### src/hdl/smia_pkg.sv
// ----------------------------------------------------------------------------
// smia_pkg: shared constants and helpers for the small matrix inverse
// Q16.16 widths, default size and 32-bit saturation.
// ----------------------------------------------------------------------------
`default_nettype none

package smia_pkg;

  localparam int unsigned DimDef = 4;     // default matrix size
  localparam int unsigned QW     = 32;    // Q16.16 word width
  localparam int unsigned FracW  = 16;    // fraction bits
  localparam int unsigned TermW  = 48;    // rounded product width
  localparam int unsigned AccW   = 52;    // exact sum of up to 8 terms
  localparam int unsigned DivW   = 48;    // |cofactor| << 16

  localparam logic signed [QW-1:0] OneQ = 32'sh0001_0000;

  // clamp a wide signed value to 32 bits
  function automatic logic signed [QW-1:0] sat32(input logic signed [AccW-1:0] v);
    logic signed [AccW-1:0] hi;
    logic signed [AccW-1:0] lo;
    hi = AccW'(64'sh0000_0000_7FFF_FFFF);
    lo = AccW'(-64'sh0000_0000_8000_0000);
    if (v > hi) begin
      sat32 = 32'sh7FFF_FFFF;
    end else if (v < lo) begin
      sat32 = 32'sh8000_0000;
    end else begin
      sat32 = v[QW-1:0];
    end
  endfunction

endpackage

`default_nettype wire

### src/hdl/small_matrix_inverse_adjugate_top.sv
// ----------------------------------------------------------------------------
// small_matrix_inverse_adjugate_top: Q16.16 matrix inverse by adjugate
// Loads a DIM x DIM matrix, finds det by cofactor expansion, emits inverse.
// ----------------------------------------------------------------------------
//
//  channel   dir  width  contents (low bit first)
//  s_axis    in   32     tdata: element
//  m_axis    out  72     tdata: value[31:0] row[33:32] col[35:34]
//                        det_value[67:36] pad; tuser: singular; tlast: last
//
// Load takes an element on each valid beat. The minor evaluator then walks the
// cofactor tree from memory, with a read and a data state per node and a
// multiply and accumulate state per multiply-add. Each inverse element runs the
// divider (sign, setup, 48 quotient steps, rounding); singular: input echoed.
// Reset clears the FSM and load count; the matrix memory needs no clearing.
// Input is refused until all results are out; a stalled output holds still.
//
`default_nettype none

module small_matrix_inverse_adjugate_top import smia_pkg::*; #(
  parameter int unsigned DIM = DimDef
) (
  input  wire logic        clk_i,
  input  wire logic        rst_ni,
  input  wire logic        s_axis_tvalid_i,
  output logic             s_axis_tready_o,
  input  wire logic [31:0] s_axis_tdata_i,   // element
  output logic             m_axis_tvalid_o,
  input  wire logic        m_axis_tready_i,
  output logic [71:0]      m_axis_tdata_o,   // value, row, col, det_value, pad
  output logic             m_axis_tuser_o,   // singular
  output logic             m_axis_tlast_o    // last
);

  localparam int unsigned Cells = DIM * DIM;
  localparam int unsigned AW    = (Cells > 1) ? $clog2(Cells) : 1;
  localparam int unsigned LW    = (DIM > 1) ? $clog2(DIM) : 1;
  localparam int unsigned MW    = DIM;
  localparam int unsigned CntW  = $clog2(DivW + 1);

  typedef enum logic [3:0] {
    S_LOAD, S_START, S_RD, S_GOT, S_MUL, S_ACC, S_EVDONE,
    S_NEXT, S_SGOT, S_DIV, S_DFIN, S_OUT
  } state_e;

  state_e state_q;

  // matrix memory
  logic [QW-1:0] mem [Cells];
  logic [QW-1:0] rdata_q;
  logic [AW-1:0] rd_addr;
  logic [AW-1:0] load_cnt_q;

  // evaluator stack, one entry per level
  logic [MW-1:0]          mask_q [DIM];
  logic [LW-1:0]          col_q  [DIM];
  logic                   par_q  [DIM];
  logic signed [QW-1:0]   elem_q [DIM];
  logic signed [AccW-1:0] acc_q  [DIM];
  logic [LW-1:0]          lvl_q;

  logic                   det_mode_q;
  logic [LW-1:0]          skip_q;
  logic [MW-1:0]          mask0_q;
  logic                   empty_q;     // zero-size minor
  logic signed [QW-1:0]   val_q;       // value returned by a child
  logic signed [63:0]     prod_q;
  logic signed [QW-1:0]   res_q;       // finished minor

  logic signed [QW-1:0]   det_q;
  logic                   sing_q;
  logic [LW-1:0]          i_q, j_q;
  logic signed [QW-1:0]   cof_q;

  logic [DivW-1:0]        nq_q;        // dividend shifting out, quotient in
  logic [QW-1:0]          rem_q;
  logic [QW-1:0]          den_q;
  logic [CntW-1:0]        dcnt_q;

  logic signed [QW-1:0]   out_val_q;

  // row used by a level: all rows for det, all but skip_q for a cofactor
  function automatic logic [LW-1:0] row_of(input logic [LW-1:0] l, input logic dm,
                                           input logic [LW-1:0] sk);
    if (dm || (l < sk)) begin
      row_of = l;
    end else begin
      row_of = l + LW'(1);
    end
  endfunction

  function automatic logic [LW-1:0] lowest(input logic [MW-1:0] m);
    lowest = '0;
    for (int k = DIM - 1; k >= 0; k--) begin
      if (m[k]) lowest = LW'(k);
    end
  endfunction

  logic [LW-1:0] cur_row, cur_col, nxt_col, sub_first;
  logic          nxt_found, is_leaf;
  logic [MW-1:0] cur_mask, sub_mask;

  always_comb begin
    cur_mask  = mask_q[lvl_q];
    cur_col   = col_q[lvl_q];
    cur_row   = row_of(lvl_q, det_mode_q, skip_q);
    is_leaf   = ((cur_mask & (cur_mask - MW'(1))) == '0);
    sub_mask  = cur_mask & ~(MW'(1) << cur_col);
    sub_first = lowest(sub_mask);
    nxt_found = 1'b0;
    nxt_col   = '0;
    for (int k = DIM - 1; k >= 0; k--) begin
      if (cur_mask[k] && (LW'(k) > cur_col)) begin
        nxt_found = 1'b1;
        nxt_col   = LW'(k);
      end
    end
  end

  always_comb begin
    if (state_q == S_NEXT) begin
      rd_addr = AW'(int'(i_q) * DIM + int'(j_q));
    end else begin
      rd_addr = AW'(int'(cur_row) * DIM + int'(cur_col));
    end
  end

  // round half up, add/subtract into level sum; cofactor sign; divider terms
  logic signed [63:0]     prod_r;
  logic signed [TermW-1:0] term;
  logic signed [AccW-1:0] acc_new;
  logic signed [AccW-1:0] neg_res;
  logic signed [QW-1:0]   cof_d;
  logic [QW-1:0]          cof_mag;
  logic [QW:0]            rem_sh;
  logic [DivW:0]          qmag;
  logic signed [DivW+1:0] qsgn;
  logic                   qneg;

  always_comb begin
    prod_r  = (prod_q + 64'sd32768) >>> FracW;
    term    = prod_r[TermW-1:0];
    acc_new = par_q[lvl_q] ? (acc_q[lvl_q] - AccW'(term)) : (acc_q[lvl_q] + AccW'(term));
    neg_res = -AccW'(res_q);
    cof_d   = (i_q[0] ^ j_q[0]) ? sat32(neg_res) : res_q;
    cof_mag = cof_d[QW-1] ? QW'(-cof_d) : QW'(cof_d);
    rem_sh  = {rem_q, nq_q[DivW-1]};
    qmag    = {1'b0, nq_q} + (({rem_q, 1'b0} >= {1'b0, den_q}) ? (DivW+1)'(1) : '0);
    qneg    = cof_q[QW-1] ^ det_q[QW-1];
    qsgn    = qneg ? -$signed({1'b0, qmag}) : $signed({1'b0, qmag});
  end

  always_ff @(posedge clk_i) begin
    if (state_q == S_LOAD && s_axis_tvalid_i) begin
      mem[load_cnt_q] <= s_axis_tdata_i;
    end
    rdata_q <= mem[rd_addr];
  end

  always_ff @(posedge clk_i or negedge rst_ni) begin
    if (!rst_ni) begin
      state_q    <= S_LOAD;
      load_cnt_q <= '0;
      lvl_q      <= '0;
      det_mode_q <= 1'b1;
      sing_q     <= 1'b0;
      i_q        <= '0;
      j_q        <= '0;
    end else begin
      case (state_q)
        S_LOAD: begin
          if (s_axis_tvalid_i) begin
            if (load_cnt_q == AW'(Cells - 1)) begin
              load_cnt_q <= '0;
              det_mode_q <= 1'b1;
              skip_q     <= '0;
              mask0_q    <= '1;
              empty_q    <= 1'b0;
              state_q    <= S_START;
            end else begin
              load_cnt_q <= load_cnt_q + AW'(1);
            end
          end
        end
        S_START: begin
          if (empty_q) begin
            res_q   <= OneQ;
            state_q <= S_EVDONE;
          end else begin
            lvl_q     <= '0;
            mask_q[0] <= mask0_q;
            col_q[0]  <= lowest(mask0_q);
            par_q[0]  <= 1'b0;
            acc_q[0]  <= '0;
            state_q   <= S_RD;
          end
        end
        S_RD: state_q <= S_GOT;   // address issued, data next cycle
        S_GOT: begin
          if (is_leaf) begin
            if (lvl_q == '0) begin
              res_q   <= rdata_q;
              state_q <= S_EVDONE;
            end else begin
              val_q   <= rdata_q;
              lvl_q   <= lvl_q - LW'(1);
              state_q <= S_MUL;
            end
          end else begin
            elem_q[lvl_q]          <= rdata_q;
            mask_q[lvl_q + LW'(1)] <= sub_mask;
            col_q[lvl_q + LW'(1)]  <= sub_first;
            par_q[lvl_q + LW'(1)]  <= 1'b0;
            acc_q[lvl_q + LW'(1)]  <= '0;
            lvl_q                  <= lvl_q + LW'(1);
            state_q                <= S_RD;
          end
        end
        S_MUL: begin
          prod_q  <= elem_q[lvl_q] * val_q;
          state_q <= S_ACC;
        end
        S_ACC: begin
          if (nxt_found) begin
            acc_q[lvl_q] <= acc_new;
            col_q[lvl_q] <= nxt_col;
            par_q[lvl_q] <= ~par_q[lvl_q];
            state_q      <= S_RD;
          end else if (lvl_q == '0) begin
            res_q   <= sat32(acc_new);
            state_q <= S_EVDONE;
          end else begin
            val_q   <= sat32(acc_new);
            lvl_q   <= lvl_q - LW'(1);
            state_q <= S_MUL;
          end
        end
        S_EVDONE: begin
          if (det_mode_q) begin
            det_q   <= res_q;
            sing_q  <= (res_q == '0);
            i_q     <= '0;
            j_q     <= '0;
            state_q <= S_NEXT;
          end else begin
            // cofactor sign, then |cof| << 16 as the dividend
            cof_q   <= cof_d;
            nq_q    <= {cof_mag, {FracW{1'b0}}};
            state_q <= S_DIV;
          end
        end
        S_NEXT: begin
          if (sing_q) begin
            state_q <= S_SGOT;
          end else begin
            det_mode_q <= 1'b0;
            skip_q     <= j_q;
            mask0_q    <= ~(MW'(1) << i_q);
            empty_q    <= (DIM == 1);
            state_q    <= S_START;
          end
        end
        S_SGOT: begin
          out_val_q <= rdata_q;
          state_q   <= S_OUT;
        end
        S_DIV: begin
          // setup pass: |det|, clear remainder and step count
          den_q   <= det_q[QW-1] ? QW'(-det_q) : QW'(det_q);
          rem_q   <= '0;
          dcnt_q  <= '0;
          state_q <= S_DFIN;
        end
        S_DFIN: begin
          if (dcnt_q != CntW'(DivW)) begin
            if (rem_sh >= {1'b0, den_q}) begin
              rem_q <= QW'(rem_sh - {1'b0, den_q});
              nq_q  <= {nq_q[DivW-2:0], 1'b1};
            end else begin
              rem_q <= rem_sh[QW-1:0];
              nq_q  <= {nq_q[DivW-2:0], 1'b0};
            end
            dcnt_q <= dcnt_q + CntW'(1);
          end else begin
            out_val_q <= sat32(AccW'(qsgn));
            state_q   <= S_OUT;
          end
        end
        S_OUT: begin
          if (m_axis_tready_i) begin
            if (j_q == LW'(DIM - 1)) begin
              j_q <= '0;
              if (i_q == LW'(DIM - 1)) begin
                i_q     <= '0;
                state_q <= S_LOAD;
              end else begin
                i_q     <= i_q + LW'(1);
                state_q <= S_NEXT;
              end
            end else begin
              j_q     <= j_q + LW'(1);
              state_q <= S_NEXT;
            end
          end
        end
        default: state_q <= S_LOAD;
      endcase
    end
  end

  logic out_last;
  assign out_last        = (i_q == LW'(DIM - 1)) && (j_q == LW'(DIM - 1));
  assign s_axis_tready_o = (state_q == S_LOAD);
  assign m_axis_tvalid_o = (state_q == S_OUT);
  assign m_axis_tdata_o  = {4'b0000, det_q, 2'(j_q), 2'(i_q), out_val_q};
  assign m_axis_tuser_o  = sing_q;
  assign m_axis_tlast_o  = out_last;

endmodule

`default_nettype wire

### config.mk
export PLATFORM = sky130hd
export DESIGN_NAME = small_matrix_inverse_adjugate_top
export DESIGN_NICKNAME = d
export VERILOG_FILES = /design/src/hdl/smia_pkg.sv /design/src/hdl/small_matrix_inverse_adjugate_top.sv
export SDC_FILE = /design/constraint.sdc
export NUM_CORES = 2
export LEC_CHECK = 0
export BUFFER_PORTS_ARGS = -buffer_cell sky130_fd_sc_hd__buf_2
export CAP_MARGIN = 10
export CELL_PAD_IN_SITES_DETAIL_PLACEMENT = 0
export CELL_PAD_IN_SITES_GLOBAL_PLACEMENT = 2
export CORE_MARGIN = 1
export CORE_UTILIZATION = 45
export CTS_BUF_LIST = sky130_fd_sc_hd__clkbuf_2 sky130_fd_sc_hd__clkbuf_4 sky130_fd_sc_hd__clkbuf_8
export DETAILED_ROUTE_END_ITERATION = 10
export PLACE_DENSITY = 0.85
export SYNTH_ARGS = -nofsm -noshare
export SYNTH_HDL_FRONTEND = slang
export SYNTH_SLANG_ARGS = --single-unit
export TNS_END_PERCENT = 30
### constraint.sdc
create_clock -name clk_i -period 11.2 [get_ports clk_i]
set_input_delay 0.56 -clock clk_i [delete_from_list [all_inputs] [get_ports clk_i]]
set_output_delay 0.56 -clock clk_i [all_outputs]
set_load 0.02 [all_outputs]
==> impl_metrics.toml <==
[run_status]
status = "finished, violations left"
failed_checks = "DRC"

[drt]
first_iter_violations = 5391
wl_per_cell_microns = 22.5
met3_length_microns = 15600
via_per_inst = 5.56
met1Wirelength_microns = 118000
wl_met2_microns = 127000
remaining_drc_errors = 32
ant_nets = 0
via_count = 66241
wirelength_microns = 267000
dr.pass1.iters = 11
top_layer_used = "met5"

[die]
start_util_pct = 45.3
die_h_microns = 464
dieArea_sq_um = 215000
die_w_microns = 464
ios = 112
rows = 169
core_area_sq_um = 212000

[yosys]
synth_edf_count = 1178
synth_common_cells = "inv_1 (1,330), nand2_1 (1,240), edfxtp_1 (1,178)"
yosysSeqAreaShare_pct = 37.9
ys.warnings.count = 0
ys_types = 106
synth_area_sq_um = 96100
synth_most_common_cell = "inv_1"
syn_inst = 8936
ys_ff_latch = 1226
syn_avg_cell_area_sq_um = 10.8
yosysTopAreaCellShare_pct = 36.8
yosys.area.top_type = "edfxtp_1"
synthArstFlopShare_pct = 1.31
synth-main-ff-cell = "edfxtp_1"
synth_area_leaders = "edfxtp_1 (37%), fa_1 (23%), inv_1 (5.2%), nand2_1 (4.8%), ha_1 (3.7%)"

[cells_and_area]
num-fill-cells = 19107
fin_nets = 10329
drive_above_1_share_pct = 8.30
fin_area_sq_um = 104000
syn_to_final_growth_pct = 8.23

[cts]
clock_latency_ps = 950
clk_path_buf_depth = 3
cts_num_sinks = 1226
ctsHoldBuffers = 34
cts_setup_buffers = 0
clk_pin_slew_worst_paths_ps = 70
htreeDepth = 4
root_buffer = "clkbuf_8"
cts_tree = "built"
post_cts_resized = 0
cts_made_buffers = 189

[grt]
grt_pass1_wl_microns = 413000
antenna_found_initial = 15
grt_pass1_vias = 67878
grt_usage_pct = 25.1
overflow = 0
grt_max_degree = 209

[place]
dpl_cell_area_sq_um = 99600
numPortBuffers = 107
place_congestion = 0.894
hpwlAfterDp_microns = 191000

[sta]
max_freq_mhz = 101
setup_viol = 0
finalCriticalPeriod_ps = 9890
timing.setup.tns_ps = 0
min_period_over_period_pct = 88.3
slew_violations = 0
hold_violations = 0
relSlewSlack_pct = 23.0
rsz0062_at_grt = "false"
fin_skew_ps = 59.9
worstMarginPinSlew_ps = 1150

[min_path]
hp-class = "primary input to register"

[critical_path]
setup.worst_path.class = "register to register"
required_ps = 11890
cp.arrival_ps = 10570
slowest_stage = "mux4_2"
endpoint_kind = "register"
cp_max_fo = 32
cp-start-kind = "register"
max_stage_delay_ps = 1070

[run]
maxCapViolCount = 0
## cell type report
type	instances	area, sq um	share of cell area, %
Clock buffer	240	3030	2.92
Tap cell	2821	3530	3.39
Sequential cell	1226	36400	35.0
Inverter	1332	5000	4.81
Antenna cell	4	10.0	0.00962
Timing Repair Buffer	285	1980	1.90
Clock inverter	109	1030	0.987
Multi-Input combinational cell	5888	53000	51.0
## path summary, 6_finish.rpt
kind	start	endpoint	slack, ps	cells after the start
hold / removal	s_axis_tvalid_i	load_cnt_q[1]	230	4
min in group asynchronous	rst_ni	load_cnt_q[1]	270	3
max in group asynchronous	rst_ni	lvl_q[0]	10450	3
hold reg to reg	res_q[10]	det_q[10]	540	0
setup / recovery	lvl_q[0]	prod_q[62]	1310	31
setup reg to reg	lvl_q[0]	prod_q[62]	1310	31
## logic make-up after synthesis
kind of cell               after synthesis  synth area share, %
muxes                                  197                 3.23
xor gates and xnor gates               379                 3.46
other                                    1              0.00390
buffers and inverters                 1825                 7.27
and+or+nand+nor                       2679                 13.2
AOI/OAI and AO/OA                     1257                 8.60
DFF                                   1226                 37.9
adders and majority gates             1372                 26.3
## cells in the final DEF (no fill, tap or decap), drive strengths merged, types with 21 or more instances in the layout
cell and n:
inv 1340, nand2 1240, edfxtp 1178, fa 1083
nor2 368, and2 366, a21oi 322, ha 288
xnor2 274, buf 251, a211oi 243, clkbuf 240
o21ai 179, nand3 139, a31oi 111, nor3 110
mux2i 105, xor2 105, nor2b 97, mux4 90
clkinv 85, o211ai 76, and3 72, a21o 71
nand4 68, nor4 53, o21a 43, or3 37
nand2b 36, dlygate4sd3 34, dfxtp 32, o31ai 26
or4 25, o21bai 21
## stage by stage
stage	hold WS, ps	utilization, %	instances	setup WS [ps]
after floorplan	264	-	8939	1200
after global placement	521	47.0	11518	1290
after detailed placement	526	47.0	11518	1300
after CTS	118	49.1	11901	1270
after global routing	205	49.1	11903	775
final	231	49.1	11905	1310
## registers in the layout, summed over array words and instances, names as in the netlist, 16 cells and up
name and flops:
acc_q 208, den_q 32, det_q 32, elem_q 128
mask_q 16, mem 512, nq_q 48, out_val_q 32
prod_q 49, rdata_q 32, rem_q 32, res_q 32
val_q 32
## layer usage
layer | up-vias | global-route usage [%]
met3 | 337 | 3.33
met2 | 1953 | 40.7
met5 | - | 0
met4 | 8 | 7.00
met1 | 34146 | 35.3
li1 | 29797 | -
## critical path: cells and delay by family, from the launching register on
family / cells / cell delay [ps]
fa+ha+maj: 9 / 4180
compound gates: 10 / 2580
flops: 1 / 690
buf+inv: 8 / 560
xor+xnor: 1 / 140
simple gates: 2 / 350
mux: 1 / 1070
Power is left out: the tool's default activity adds up to more than one toggle a clock period on the data nets, which glitch-free logic cannot reach.
